===== src/psfp_pkg.sv =====
// shared constants and types for the particle sensor frame parser
`default_nettype none

package psfp_pkg;

  // frame layout
  localparam int FRAME_BYTES     = 32;
  localparam int NUM_WORDS       = 12;
  localparam int FIRST_WORD_BYTE = 4;
  localparam int POS_W           = $clog2(FRAME_BYTES);
  localparam int IDX_W           = 4;

  localparam logic [7:0]       START_BYTE   = 8'h42;
  localparam logic [POS_W-1:0] POS_HUNT     = '0;
  localparam logic [POS_W-1:0] POS_WORD_LO  = POS_W'(FIRST_WORD_BYTE);
  localparam logic [POS_W-1:0] POS_WORD_HI  = POS_W'(FIRST_WORD_BYTE + 2 * NUM_WORDS);
  localparam logic [POS_W-1:0] POS_CHECK_HI = POS_W'(FRAME_BYTES - 2);
  localparam logic [POS_W-1:0] POS_CHECK_LO = POS_W'(FRAME_BYTES - 1);

  // result status codes
  localparam logic STATUS_OK      = 1'b0;
  localparam logic STATUS_BAD_SUM = 1'b1;

  // frame queue sizing
  localparam int QUEUE_DEPTH = 2;
  localparam int QPTR_W      = $clog2(QUEUE_DEPTH);
  localparam int QCNT_W      = $clog2(QUEUE_DEPTH + 1);

  // one finished frame handed from front to back
  typedef struct packed {
    logic                        sum_ok;
    logic [NUM_WORDS-1:0][15:0]  words;
  } frame_t;

  // queue side status seen by the producer and consumer
  typedef struct packed {
    logic full;
    logic not_empty;
  } queue_status_t;

endpackage

`default_nettype wire


===== src/psfp_front.sv =====
// byte parser: hunts for start, sums, collects words, checks the frame
`default_nettype none

module psfp_front (
  input  wire logic                  clk,
  input  wire logic                  rst,
  input  wire logic                  byte_valid,
  output logic                       byte_stall,
  input  wire logic [7:0]            rx_byte,
  input  wire psfp_pkg::queue_status_t q_status,
  output logic                       push,
  output psfp_pkg::frame_t           push_frame
);

  logic [psfp_pkg::POS_W-1:0]                 pos;
  logic [psfp_pkg::POS_W-1:0]                 pos_next;
  logic [15:0]                                sum;
  logic [15:0]                                sum_next;
  logic [7:0]                                 check_hi;
  logic [7:0]                                 word_hi;
  logic [psfp_pkg::NUM_WORDS-1:0][15:0]       words;
  logic                                       accept;
  logic                                       in_words;
  logic [psfp_pkg::POS_W-1:0]                 word_off;

  // only the closing byte needs room in the queue
  assign byte_stall = (pos == psfp_pkg::POS_CHECK_LO) && q_status.full;
  assign accept     = byte_valid && !byte_stall;

  assign word_off = pos - psfp_pkg::POS_WORD_LO;
  assign in_words = (pos >= psfp_pkg::POS_WORD_LO) && (pos < psfp_pkg::POS_WORD_HI);

  // position and running sum
  always_comb begin
    pos_next = pos;
    sum_next = sum;
    if (pos == psfp_pkg::POS_HUNT) begin
      if (rx_byte == psfp_pkg::START_BYTE) begin
        pos_next = pos + 1'b1;
        sum_next = 16'(rx_byte);
      end
    end else if (pos == psfp_pkg::POS_CHECK_LO) begin
      pos_next = psfp_pkg::POS_HUNT;
      sum_next = '0;
    end else begin
      pos_next = pos + 1'b1;
      if (pos < psfp_pkg::POS_CHECK_HI) begin
        sum_next = sum + 16'(rx_byte);
      end
    end
  end

  always_ff @(posedge clk) begin
    if (rst) begin
      pos <= psfp_pkg::POS_HUNT;
      sum <= '0;
    end else if (accept) begin
      pos <= pos_next;
      sum <= sum_next;
    end
  end

  // word collection, shifting in at the top so word 0 ends at the bottom
  always_ff @(posedge clk) begin
    if (accept && in_words) begin
      if (!word_off[0]) begin
        word_hi <= rx_byte;
      end else begin
        words <= {{word_hi, rx_byte}, words[psfp_pkg::NUM_WORDS-1:1]};
      end
    end
    if (accept && pos == psfp_pkg::POS_CHECK_HI) begin
      check_hi <= rx_byte;
    end
  end

  // frame close: push the checksum verdict with the words
  assign push             = accept && (pos == psfp_pkg::POS_CHECK_LO);
  assign push_frame.sum_ok = ({check_hi, rx_byte} == sum);
  assign push_frame.words  = words;

endmodule

`default_nettype wire


===== src/psfp_queue.sv =====
// short queue of finished frames between parser and emitter
`default_nettype none

module psfp_queue (
  input  wire logic                   clk,
  input  wire logic                   rst,
  input  wire logic                   push,
  input  wire psfp_pkg::frame_t       push_frame,
  input  wire logic                   pop,
  output psfp_pkg::frame_t            pop_frame,
  output psfp_pkg::queue_status_t     q_status
);

  psfp_pkg::frame_t                   entries [psfp_pkg::QUEUE_DEPTH];
  logic [psfp_pkg::QPTR_W-1:0]        wr_ptr;
  logic [psfp_pkg::QPTR_W-1:0]        rd_ptr;
  logic [psfp_pkg::QCNT_W-1:0]        count;

  assign q_status.full      = (count == psfp_pkg::QCNT_W'(psfp_pkg::QUEUE_DEPTH));
  assign q_status.not_empty = (count != '0);
  assign pop_frame          = entries[rd_ptr];

  // storage
  always_ff @(posedge clk) begin
    if (push) begin
      entries[wr_ptr] <= push_frame;
    end
  end

  // pointers and fill count
  always_ff @(posedge clk) begin
    if (rst) begin
      wr_ptr <= '0;
      rd_ptr <= '0;
      count  <= '0;
    end else begin
      if (push) begin
        wr_ptr <= wr_ptr + 1'b1;
      end
      if (pop) begin
        rd_ptr <= rd_ptr + 1'b1;
      end
      if (push && !pop) begin
        count <= count + 1'b1;
      end else if (pop && !push) begin
        count <= count - 1'b1;
      end
    end
  end

  // no write into a full queue
  assert property (@(posedge clk) disable iff (rst) push |-> !q_status.full)
    else $error("frame pushed into full queue");

  // no read from an empty queue
  assert property (@(posedge clk) disable iff (rst) pop |-> q_status.not_empty)
    else $error("frame popped from empty queue");

  // fill count rises on a push without a pop
  assert property (@(posedge clk) disable iff (rst)
    (push && !pop) |=> (count == $past(count) + 1'b1))
    else $error("fill count missed a push");

  assert property (@(posedge clk) disable iff (rst)
    count <= psfp_pkg::QCNT_W'(psfp_pkg::QUEUE_DEPTH))
    else $error("fill count beyond depth");

endmodule

`default_nettype wire


===== src/psfp_back.sv =====
// result emitter: turns a queued frame into result transactions
`default_nettype none

module psfp_back (
  input  wire logic                   clk,
  input  wire logic                   rst,
  input  wire psfp_pkg::queue_status_t q_status,
  input  wire psfp_pkg::frame_t       pop_frame,
  output logic                        pop,
  output logic                        result_valid,
  input  wire logic                   result_stall,
  output logic                        status,
  output logic [3:0]                  value_index,
  output logic [15:0]                 value,
  output logic                        last
);

  logic                                   busy;
  logic                                   sum_ok;
  logic [psfp_pkg::IDX_W-1:0]             idx;
  logic [psfp_pkg::NUM_WORDS-1:0][15:0]   words;
  logic                                   out_free;
  logic                                   emit;
  logic                                   emit_last;

  assign out_free  = !result_valid || !result_stall;
  assign pop       = !busy && q_status.not_empty;
  assign emit      = busy && out_free;
  assign emit_last = !sum_ok || (idx == psfp_pkg::IDX_W'(psfp_pkg::NUM_WORDS - 1));

  // frame sequencing
  always_ff @(posedge clk) begin
    if (rst) begin
      busy <= 1'b0;
    end else if (pop) begin
      busy <= 1'b1;
    end else if (emit && emit_last) begin
      busy <= 1'b0;
    end
  end

  // working copy of the frame, shifted one word per result
  always_ff @(posedge clk) begin
    if (pop) begin
      sum_ok <= pop_frame.sum_ok;
      words  <= pop_frame.words;
      idx    <= '0;
    end else if (emit) begin
      words <= {16'h0000, words[psfp_pkg::NUM_WORDS-1:1]};
      idx   <= idx + 1'b1;
    end
  end

  // output register
  always_ff @(posedge clk) begin
    if (rst) begin
      result_valid <= 1'b0;
    end else if (out_free) begin
      result_valid <= emit;
    end
  end

  always_ff @(posedge clk) begin
    if (emit) begin
      status      <= sum_ok ? psfp_pkg::STATUS_OK : psfp_pkg::STATUS_BAD_SUM;
      value_index <= sum_ok ? idx : '0;
      value       <= sum_ok ? words[0] : '0;
      last        <= emit_last;
    end
  end

  // a bad frame gives a single result marked last
  assert property (@(posedge clk) disable iff (rst)
    (result_valid && status == psfp_pkg::STATUS_BAD_SUM) |-> last)
    else $error("checksum error result not marked last");

  // no new frame while one is still being emitted
  assert property (@(posedge clk) disable iff (rst) busy |-> !pop)
    else $error("frame popped while busy");

  // a stalled result holds
  assert property (@(posedge clk) disable iff (rst)
    (result_valid && result_stall) |=> (result_valid && $stable(value) && $stable(last)))
    else $error("stalled result changed");

endmodule

`default_nettype wire


===== src/particle_sensor_frame_parser.sv =====
// top level of the particle sensor frame parser
//
//   channel   direction   handshake                    payload
//   bytes     in          byte_valid / byte_stall      rx_byte
//   results   out         result_valid / result_stall  status, value_index, value, last
//
// one byte is taken each cycle; the parser only stalls on a frame's closing byte
// when both frame queue entries are still waiting.
// a good frame leaves the emitter as 12 results, a bad one as 1.
// the two-entry frame queue lets a new frame be parsed while the previous one drains.
// rst is synchronous and clears position, sum, queue pointers and output valid.
// result_stall holds the output register and the emitter; the parser keeps taking
// bytes until the queue fills.
`default_nettype none

module particle_sensor_frame_parser (
  input  wire logic        clk,
  input  wire logic        rst,
  input  wire logic        byte_valid,
  output logic             byte_stall,
  input  wire logic [7:0]  rx_byte,
  output logic             result_valid,
  input  wire logic        result_stall,
  output logic             status,
  output logic [3:0]       value_index,
  output logic [15:0]      value,
  output logic             last
);

  logic                     push;
  logic                     pop;
  psfp_pkg::frame_t         push_frame;
  psfp_pkg::frame_t         pop_frame;
  psfp_pkg::queue_status_t  q_status;

  // byte parser
  psfp_front u_front (
    .clk        (clk),
    .rst        (rst),
    .byte_valid (byte_valid),
    .byte_stall (byte_stall),
    .rx_byte    (rx_byte),
    .q_status   (q_status),
    .push       (push),
    .push_frame (push_frame)
  );

  // frame queue
  psfp_queue u_queue (
    .clk        (clk),
    .rst        (rst),
    .push       (push),
    .push_frame (push_frame),
    .pop        (pop),
    .pop_frame  (pop_frame),
    .q_status   (q_status)
  );

  // result emitter
  psfp_back u_back (
    .clk          (clk),
    .rst          (rst),
    .q_status     (q_status),
    .pop_frame    (pop_frame),
    .pop          (pop),
    .result_valid (result_valid),
    .result_stall (result_stall),
    .status       (status),
    .value_index  (value_index),
    .value        (value),
    .last         (last)
  );

endmodule

`default_nettype wire

===== config.mk =====
export PLATFORM = sky130hd
export DESIGN_NAME = particle_sensor_frame_parser
export DESIGN_NICKNAME = d
export VERILOG_FILES = /design/src/psfp_pkg.sv /design/src/psfp_front.sv /design/src/psfp_queue.sv /design/src/psfp_back.sv /design/src/particle_sensor_frame_parser.sv
export SDC_FILE = /design/constraint.sdc
export NUM_CORES = 1
export LEC_CHECK = 0
export BUFFER_PORTS_ARGS = -buffer_cell sky130_fd_sc_hd__buf_2
export CORE_MARGIN = 2
export CORE_UTILIZATION = 50
export DETAILED_ROUTE_END_ITERATION = 10
export PLACE_DENSITY = 0.68
export SETUP_SLACK_MARGIN = 0.2
export SLEW_MARGIN = 10
export SYNTH_ARGS = -nofsm -noshare
export SYNTH_HDL_FRONTEND = slang
export SYNTH_SLANG_ARGS = --single-unit

===== constraint.sdc =====
create_clock -name clk -period 10 [get_ports clk]
set_input_delay 0.5 -clock clk [delete_from_list [all_inputs] [get_ports clk]]
set_output_delay 0.5 -clock clk [all_outputs]
set_load 0.02 [all_outputs]

==> flow_metrics.py, run 1 <==
metrics = {
    "drt": {
        "vias_per_cell": 5.25,
        "avgRoutedWirePerCell_um": 17.1,
        "drtAntennaViolNets": 0,
        "drt_iter0_drc": 902,
        "firstDrtPassIters": 7,
        "routed_wl_um": 44500,
        "drc": 0,
        "num_vias": 13646,
    },
    "finish": {
        "drive_gt1_frac": 0.0996,
        "final_nets": 1786,
        "stdcell_count": 2600,
        "antennaDiodeCount": 0,
        "syn2layout_area_growth_pct": 11.8,
    },
    "critical_path": {
        "critical_path.max_stage_delay_ns": 0.86,
        "reg2reg_depth": 9,
        "critical_path.slowest_cell": "buf_4",
        "critPathMaxFanout": 127,
        "worst_ep_arrival_time_ns": 4.26,
        "cp_data_required_time_ns": 10.22,
        "worstSetupEndpointType": "flip-flop",
        "setup.worst_path.class": "reg -> reg",
        "crit_chain": "ha_1, and3_1, ha_1, and3b_1, nor2_1, nand3_1, nor2_4, buf_12, buf_4",
        "crit_top_cell": "ha_1",
        "start_kind": "flip-flop",
    },
    "logic_synthesis": {
        "synth.most_common_cell": "edfxtp_1",
        "yosysTopAreaCell": "edfxtp_1",
        "avgSynthCellArea_um2": 17.8,
        "synth_common_cells": "809 x edfxtp_1, 198 x mux2i_1, 192 x nand2_1",
        "seq_area_frac_synth": 0.823,
        "netlist_top_cells_area": "edfxtp_1 80%, mux2i_1 6.5%, o21ai_0 3.0%, nand2_1 2.4%, dfxtp_1 2.1%",
        "synth_top_area_share": 0.802,
        "synthFlopType": "edfxtp_1",
        "syn_inst": 1698,
        "yosysWarnings": 0,
        "synth_area_um2": 30300,
        "synthArstFlopShare": 0,
        "synth_nets": 1725,
        "synth_edf_count": 809,
        "synth_seq_cells": 841,
        "yosys.cell_types.count": 54,
    },
    "sta": {
        "rsz0062_at_grt": "false",
        "finalSetupViolations": 0,
        "final-hold-violation-count": 0,
        "final.min_clock_period_ns": 4.04,
        "relSlewSlack": 0.298,
        "maxClockFrequency_mhz": 248,
        "min_period_over_period": 0.404,
        "clock_skew_ns": 0.0219,
        "slew_violations": 0,
        "worst_pin_slew_ns": 1.05,
        "fin_setup_tns_ns": 0,
    },
    "cts": {
        "cts_setup_buffers": 0,
        "clkLatencyLatePin_ns": 0.61,
        "cts_buffers": 83,
        "cts.sink_count": 841,
        "cts_root_buffer": "clkbuf_16",
        "clk_pin_slew_ns": 0.06,
        "h-tree-depth": 3,
        "ctsHoldBuffers": 0,
        "clock_path_buffers": 3,
        "tritoncts": "built",
        "post_cts_resized": 0,
    },
    "power": {
        "power_density_nw_per_um2": 283,
        "p_int_w": 0.00695,
        "switching_share": 0.275,
        "irDropWorstVdd_v": 0.000361,
        "pwr-share-seq": 0.512,
        "combPwrFrac": 0.191,
        "p_leak_nw": 11.1,
        "power_frac_clock": 0.297,
        "switchingPower_w": 0.00264,
    },
    "grt": {
        "grtUsageTotal": 0.144,
        "grt_pass1_vias": 14111,
        "grt_first_pass_wirelength_um": 72200,
        "grt_antenna_before_repair": 0,
        "gr-total-overflow": 0,
        "grt_max_degree": 148,
    },
    "placed_design": {
        "dpl.hpwl_um": 21300,
        "post-place-cells": 2456,
        "gp_congestion": 0.740,
        "io_buffer_count": 35,
    },
    "die": {
        "start_util": 0.504,
        "dieArea_um2": 62600,
        "die_h_um": 250,
        "core-area_um2": 60100,
        "ios": 36,
        "rows": 90,
        "fp.dieW_um": 250,
    },
    "hold_path": {
        "min_path_cells": 3,
        "hp-class": "in -> reg",
    },
    "job": {
        "maxCapViolCount": 0,
    },
    "outcome": {
        "status": "complete, no violations",
    },
}
[cells in the final DEF, fill, tap and decap left out, types with 10 or more instances in the layout]
cell type,n
nor2_1,43
clkinv_2,22
dfxtp_1,31
clkinv_1,12
edfxtp_1,809
buf_4,10
buf_2,35
clkbuf_16,85
o21ai_0,182
a21oi_1,11
mux2i_1,198
xor2_1,11
xnor2_1,11
nand2_1,192
nand3_1,12
ha_1,14
and2_1,20
clkbuf_1,15
[worst max-delay path: cells and delay by family (launching register included)]
kind                       cells  cell delay [ns]
buffers and inverters          2             1.42
and+or+nand+nor                5             1.24
adders and majority gates      2             0.50
DFF                            1             0.35
[state kept, by name, indices dropped and copies added, names as in the netlist, 2 cells and up, named ones only]
| name | cells |
|---|---|
| u_front.pos | 5 |
| u_back.words | 192 |
| u_back.value | 16 |
| u_front.sum | 16 |
| u_front.push_frame | 192 |
| u_front.word_hi | 8 |
| u_back.value_index | 4 |
| u_queue.entries | 386 |
| u_front.check_hi | 8 |
| u_back.idx | 4 |
| u_queue.count | 2 |
[cell type report]
type	count	area, um2
clock buffers	101	2200
clock inverters	43	294
fillers	4528	26300
inverters	7	26.3
multi-input cells	777	5080
flip-flops and latches	841	24900
well taps	782	978
repair buffers	49	330
[through the flow]
stage                     hold slack [ns]   util  power [W]  setup slack (ns)  instance area (um2)
after floorplan                     0.400      -    0.00645              2.72                30300
after detailed placement            0.405  0.521    0.00686              5.95                31400
after CTS                           0.157  0.563    0.00972              5.95                33800
after global routing                0.176  0.563     0.0101              5.74                33800
after global placement              0.405  0.521    0.00679              6.05                31400
final                               0.190  0.563    0.00959              5.96                33800
[layer usage]
metal | global-route usage | up-vias | part of all wire
met1 | 0.185 | 6737 | 0.43
met5 | 0 | - | 0
met4 | 0.0530 | 0 | 0.021
met2 | 0.244 | 241 | 0.50
met3 | 0.0270 | 65 | 0.045
li1 | - | 6603 | -
[power by group through the flow]
stage                     combinational [W]  clock, W  sequential, W
final                               0.00183   0.00285        0.00491
after global routing                0.00211   0.00306        0.00496
after CTS                           0.00188   0.00293        0.00491
after detailed placement            0.00188         0        0.00498
after global placement              0.00182         0        0.00497
after floorplan                     0.00137         0        0.00508
[kinds of logic after synthesis]
| logic type | after synthesis | synth area share |
|---|---|---|
| AO/OA/AOI/OAI | 223 | 0.0405 |
| XOR/XNOR | 22 | 0.00636 |
| adder cells (fa/ha/maj) | 15 | 0.00644 |
| buffers and inverters | 80 | 0.0103 |
| flip-flops | 841 | 0.823 |
| multiplexers | 199 | 0.0658 |
| AND/OR/NAND/NOR | 318 | 0.0473 |
[final timing paths]
kind	from	to	slack, ns
max	u_front.pos[0]$_SDFFE_PP0P_	u_front.push_frame[147]$_DFFE_PP_	5.96
min	result_stall	u_back.result_valid$_SDFFE_PP0P_	0.19
max reg2reg	u_front.pos[0]$_SDFFE_PP0P_	u_front.push_frame[147]$_DFFE_PP_	5.96
min reg2reg	u_front.word_hi[6]$_DFFE_PP_	u_front.push_frame[190]$_DFFE_PP_	0.42
Note: power is estimated with default switching activity, not from simulation.
==> run 2, diff against run 1 <==
- ABC_AREA: unset -> 1
- PLACE_DENSITY: 0.68 -> 0.65
- clock period: 10 -> 4.14 ns (I/O delays scaled with it)
==> flow_metrics.py, run 2 <==
metrics = {
    "grt": {
        "grtUsageMet1": 0.201,
        "met2_usage": 0.270,
        "use_met3": 0.0317,
        "top_usage_layer": "met2",
        "grtUsageTotal": 0.157,
        "grt_first_pass_wirelength_um": 80700,
        "grt_pass1_vias": 15833,
        "grt_antenna_before_repair": 0,
        "gr-total-overflow": 0,
        "grt_max_degree": 187,
    },
    "power": {
        "switching_share": 0.280,
        "power_frac_clock": 0.304,
        "power_w": 0.0229,
        "p_int_w": 0.0165,
        "p_leak_nw": 12.6,
        "pwr-share-seq": 0.517,
        "combPwrFrac": 0.179,
        "irDropWorstVdd_v": 0.000498,
        "power_density_nw_per_um2": 655,
        "switchingPower_w": 0.00642,
    },
    "die": {
        "die_h_um": 254,
        "fp.dieW_um": 254,
        "start_util": 0.507,
        "dieArea_um2": 64700,
        "core-area_um2": 61800,
        "rows": 91,
        "ios": 36,
    },
    "finish": {
        "regMostFlops": "u_queue.entries",
        "layout_commonest_cell": "edfxtp_1",
        "antennaDiodeCount": 0,
        "largest_reg_flops": 386,
        "final_cell_mix": "809 x edfxtp_1, 473 x nand2_1, 265 x inv_1",
        "syn2layout_area_growth_pct": 11.8,
        "drive_gt1_frac": 0.0919,
        "final_nets": 2314,
        "stdcell_count": 3188,
    },
    "sta": {
        "finalSetupViolations": 0,
        "final.min_clock_period_ns": 2.78,
        "maxClockFrequency_mhz": 360,
        "clock_skew_ns": 0.0247,
        "worst_slack_ns": 1.36,
        "slew_violations": 0,
        "worst_pin_slew_ns": 1.17,
        "rsz0062_at_grt": "false",
        "min_period_over_period": 0.671,
        "final-hold-violation-count": 0,
        "relSlewSlack": 0.217,
    },
    "logic_synthesis": {
        "synth_top_area_share": 0.776,
        "syn_inst": 2226,
        "yosys-mux-area-fraction": 0.00611,
        "synth_fa_ha_area_frac": 0.00623,
        "synth-compound-area-share": 0.0664,
        "yosysTopAreaCell": "edfxtp_1",
        "synth_nets": 2253,
        "synthFlopType": "edfxtp_1",
        "synth_area_um2": 31300,
        "synth_edf_count": 809,
        "yosys.cell_types.count": 38,
        "synth-xor-area-share": 0.00168,
        "synth_common_cells": "809 x edfxtp_1, 475 x nand2_1, 266 x inv_1",
        "yosysWarnings": 0,
        "yosys.area_share.simple": 0.0736,
        "netlist_top_cells_area": "edfxtp_1 78%, nand2_1 5.7%, o21ai_0 3.3%, inv_1 3.2%, o21ai_1 2.7%",
        "synth.most_common_cell": "edfxtp_1",
        "avgSynthCellArea_um2": 14.1,
        "synthArstFlopShare": 0,
        "seq_area_frac_synth": 0.796,
        "synth_seq_cells": 841,
        "synth_top_family_by_area": "simple AND/OR/NAND/NOR gates",
    },
    "critical_path": {
        "worst_ep_arrival_time_ns": 3.04,
        "critPathMaxFanout": 24,
        "start_kind": "flip-flop",
        "worstSetupEndpointType": "flip-flop",
        "setup.worst_path.class": "reg -> reg",
        "cp_data_required_time_ns": 4.41,
    },
    "drt": {
        "avgRoutedWirePerCell_um": 15.7,
        "firstDrtPassIters": 7,
        "drtAntennaViolNets": 0,
        "num_vias": 15953,
        "vias_per_cell": 5.00,
        "routed_wl_um": 50100,
        "drc": 0,
        "drt_iter0_drc": 1329,
    },
    "cts": {
        "cts.sink_count": 841,
        "tritoncts": "built",
        "clk_pin_slew_ns": 0.06,
        "clkLatencyLatePin_ns": 0.62,
        "cts_root_buffer": "clkbuf_16",
        "h-tree-depth": 3,
        "cts_buffers": 83,
        "clock_path_buffers": 3,
        "post_cts_resized": 0,
    },
    "hold_path": {
        "hp-class": "in -> reg",
    },
    "placed_design": {
        "dp_slack_ns": 1.32,
        "dpl.hpwl_um": 26100,
        "io_buffer_count": 35,
        "gp_congestion": 0.826,
        "post-place-cells": 3029,
    },
    "job": {
        "maxCapViolCount": 0,
    },
    "outcome": {
        "status": "complete, no violations",
    },
}
run 2: changes by cell type in the layout (fill, tap and decap cells not counted), sizes merged, moves of 16 or more:
cell,change
mux2,+16
nand3,+22
o21ai,+194
mux2i,-198
a21oi,+17
inv,+266
nand2,+285
and2,-21
run 2: kinds of logic (layout without fill, tap and decap cells):
| kind of cell | Yosys count | count (layout) |
|---|---|---|
| XOR/XNOR | 6 | 6 |
| multiplexers | 17 | 17 |
| adder cells (fa/ha/maj) | 15 | 15 |
| buffers and inverters | 364 | 489 |
| AND/OR/NAND/NOR | 574 | 574 |
| flip-flops | 841 | 841 |
| AO/OA/AOI/OAI | 409 | 409 |
run 2: cell type report:
class	count	area [um2]
Sequential cell	841	24900
Clock inverter	45	315
Timing Repair Buffer	66	558
Clock buffer	104	2220
Fill cell	4739	26800
Inverter	274	1040
Multi-Input combinational cell	1021	4890
Tap cell	837	1050
run 2: metrics by stage:
step / hold WS (ns) / setup TNS (ns) / area, um2 / util
after floorplan: 0.276 / -239.70 / 31400 / -
after global placement: 0.409 / 0 / 32400 / 0.524
after detailed placement: 0.405 / 0 / 32400 / 0.524
after CTS: 0.116 / 0 / 35000 / 0.566
after global routing: 0.130 / 0 / 35000 / 0.566
final: 0.147 / 0 / 35000 / 0.566
run 2: final timing paths:
path	slack, ns	to	from	cells past startpoint
min reg2reg	0.42	u_front.push_frame[191]$_DFFE_PP_	u_front.word_hi[7]$_DFFE_PP_	0
min	0.15	u_queue.wr_ptr$_SDFFE_PP0P_	byte_valid	5
max reg2reg	1.36	u_front.push_frame[185]$_DFFE_PP_	u_front.pos[1]$_SDFFE_PP0P_	10
max	1.36	u_front.push_frame[185]$_DFFE_PP_	u_front.pos[1]$_SDFFE_PP0P_	10
run 2: critical path: stages (launching register included):
cell     delay [ns]
dfxtp_2        0.34
ha_4           0.16
inv_2          0.05
nor3_1         0.04
ha_2           0.23
inv_2          0.10
nor3_4         0.06
nor2_4         0.23
nand3_2        0.14
nor2_4         0.63
buf_4          0.44
run 2: metal layers:
layer  vias to the layer above  share of wire
met4                         0          0.022
met3                        88          0.037
met5                         -              0
met1                      7722           0.44
met2                       254           0.50
li1                       7889              -
run 2: repair_timing:
item	in CTS	in global routing
setup buffers	0	0
hold endpoints to repair	28	0
hold buffers	10	0
run 2: power groups by stage:
stage,Sequential (W),Clock (W),Combinational [W]
after floorplan,0.0120,0,0.00318
after global placement,0.0120,0,0.00401
after detailed placement,0.0121,0,0.00414
after CTS,0.0119,0.00713,0.00417
after global routing,0.0120,0.00745,0.00471
final,0.0119,0.00697,0.00410
==> run 3, diff against run 2 <==
- ABC_AREA: 1 -> 0
- PLACE_DENSITY: 0.65 -> 0.66
- clock period: 4.14 -> 2.6 ns (I/O delays scaled with it)
==> flow_metrics.py, run 3 (synthesized netlist as in run 1, its figures left out) <==
metrics = {
    "cts": {
        "cts_buffers": 81,
        "clkLatencyLatePin_ns": 0.62,
        "tritoncts": "built",
        "clk_pin_slew_ns": 0.06,
        "cts_root_buffer": "clkbuf_16",
        "cts.sink_count": 841,
        "clock_path_buffers": 3,
        "h-tree-depth": 3,
    },
    "grt": {
        "grt_pass1_vias": 14444,
        "gr-total-overflow": 0,
        "grtUsageTotal": 0.153,
        "grt_max_degree": 100,
        "grt_antenna_before_repair": 0,
        "grt_first_pass_wirelength_um": 76400,
    },
    "finish": {
        "regMostFlops": "u_queue.entries",
        "drive_gt1_frac": 0.132,
        "final_cell_mix": "809 x edfxtp_1, 198 x mux2i_1, 191 x nand2_1",
        "final_nets": 1856,
        "antennaDiodeCount": 0,
        "syn2layout_area_growth_pct": 15.6,
        "layout_commonest_cell": "edfxtp_1",
        "largest_reg_flops": 386,
    },
    "power": {
        "irDropWorstVdd_v": 0.00114,
        "switchingPower_w": 0.0105,
        "pwr-share-seq": 0.496,
        "power_frac_clock": 0.303,
        "p_leak_nw": 11.6,
        "power_w": 0.0378,
        "p_int_w": 0.0274,
        "combPwrFrac": 0.202,
        "switching_share": 0.277,
        "power_density_nw_per_um2": 1080,
    },
    "critical_path": {
        "crit_start": "u_front.pos[0]$_SDFFE_PP0P_",
        "setup.worst_path.class": "reg -> reg",
        "cp_data_required_time_ns": 3.16,
        "timing.rr.end": "u_front.sum[12]$_SDFFE_PP0P_",
        "start_kind": "flip-flop",
        "critPathCapture": "u_front.sum[12]$_SDFFE_PP0P_",
        "r2r_slack_ns": 0.22,
        "r2r-start": "u_front.pos[0]$_SDFFE_PP0P_",
        "worstSetupEndpointType": "flip-flop",
        "reg2reg_depth": 9,
        "worst_ep_arrival_time_ns": 2.93,
        "critPathMaxFanout": 9,
    },
    "outcome": {
        "status": "complete, no violations",
    },
    "drt": {
        "drc": 0,
        "route.layer.met1.wl_um": 21300,
        "vias_per_cell": 5.23,
        "avgRoutedWirePerCell_um": 17.9,
        "num_vias": 13986,
        "drt_iter0_drc": 996,
        "maxUsedRoutingLayer": "met4",
        "firstDrtPassIters": 4,
        "routed_wl_um": 47800,
        "drtAntennaViolNets": 0,
        "routed-wl-met2_um": 23700,
        "met3_length_um": 1650,
    },
    "placed_design": {
        "io_buffer_count": 35,
        "dp_slack_ns": 0.115,
        "gp_congestion": 0.733,
        "dpl.hpwl_um": 25800,
    },
    "sta": {
        "final-hold-violation-count": 0,
        "clock_skew_ns": 0.0157,
        "min_period_over_period": 0.914,
        "maxClockFrequency_mhz": 421,
        "rsz0062_at_grt": "true",
        "final.min_clock_period_ns": 2.38,
        "relSlewSlack": 0.459,
        "finalSetupViolations": 0,
        "slew_violations": 0,
        "worst_pin_slew_ns": 0.812,
        "worst_slack_ns": 0.223,
    },
    "die": {
        "fp.dieW_um": 250,
        "core-area_um2": 60100,
        "start_util": 0.504,
        "ios": 36,
        "rows": 90,
        "dieArea_um2": 62600,
        "die_h_um": 250,
    },
    "hold_path": {
        "hp-class": "in -> reg",
    },
    "job": {
        "maxCapViolCount": 0,
    },
}
[run 3: cell count changes in the layout (fill, tap and decap cells not counted), sizes merged, moves of 7 or more]
cell / change
a211oi: +7
a21oi: -17
and2: +21
buf: +49
inv: -268
mux2: -16
mux2i: +198
nand2: -285
nand2b: +8
nand3: -22
o21ai: -194
xnor2: +8
xor2: +8
[run 3: worst max-delay path, cell delays in order, from the launching register on]
cell	delay (ns)
dfxtp_2	0.35
ha_2	0.20
and3_4	0.16
ha_4	0.18
and3b_2	0.26
a211oi_2	0.24
buf_4	0.17
nand4_1	0.12
or4b_1	0.55
nand2_1	0.08
[run 3: worst min path at each step]
stage | slack [ns] | start | endpoint | cells past startpoint
2_1_floorplan | 0.23 | rx_byte[0] | u_front.check_hi[0]$_DFFE_PP_ | 0
3_3_place_gp | 0.40 | u_front.word_hi[6]$_DFFE_PP_ | u_front.push_frame[190]$_DFFE_PP_ | 0
3_5_place_dp | 0.41 | u_front.word_hi[0]$_DFFE_PP_ | u_front.push_frame[184]$_DFFE_PP_ | 0
4_1_cts | 0.30 | rx_byte[4] | u_front.word_hi[4]$_DFFE_PP_ | 2
5_1_grt | 0.31 | rx_byte[7] | u_front.push_frame[183]$_DFFE_PP_ | 2
6_report | 0.33 | rx_byte[4] | u_front.word_hi[4]$_DFFE_PP_ | 2
[run 3: timing repair]
| action | 4_1_cts | 5_1_grt |
|---|---|---|
| pin swaps | 2 | 3 |
| gates resized for setup | 1 | 6 |
| buffers inserted | 2 | 12 |
| gates cloned | 2 | 3 |
| hold buffers | 12 | 0 |
| setup endpoints to repair | 173 | 261 |
| hold endpoints to repair | 42 | 0 |
[run 3: routing by layer]
metal / up-vias / track usage
li1: 6755 / -
met1: 6956 / 0.199
met2: 186 / 0.262
met3: 89 / 0.0273
met4: 0 / 0.0549
met5: - / 0
[run 3: power groups by stage]
stage          Sequential [W]  Combinational, W  Clock [W]
6_report               0.0188           0.00763     0.0115
5_1_grt                0.0189           0.00867     0.0123
4_1_cts                0.0188           0.00784     0.0117
3_5_place_dp           0.0191           0.00777          0
3_3_place_gp           0.0190           0.00757          0
2_1_floorplan          0.0190           0.00519          0
[run 3: cell type report]
| cell class | count | area, um2 |
|---|---|---|
| Multi-Input combinational cell | 777 | 5110 |
| Sequential cell | 841 | 24900 |
| Fill cell | 4447 | 25100 |
| Tap cell | 782 | 978 |
| Clock buffer | 97 | 2140 |
| Inverter | 7 | 26.3 |
| Timing Repair Buffer | 121 | 1310 |
| Clock inverter | 51 | 488 |
[run 3: through the flow]
| step | util | TNS [ns] | instance area [um2] | hold WS, ns | cells |
|---|---|---|---|---|---|
| after floorplan | - | -932.04 | 30400 | 0.229 | 1698 |
| after global placement | 0.532 | 0 | 32000 | 0.404 | 2497 |
| after detailed placement | 0.532 | 0 | 32000 | 0.405 | 2497 |
| after CTS | 0.579 | 0 | 34800 | 0.296 | 2661 |
| after global routing | 0.582 | 0 | 35000 | 0.312 | 2676 |
| final | 0.582 | 0 | 35000 | 0.330 | 2676 |
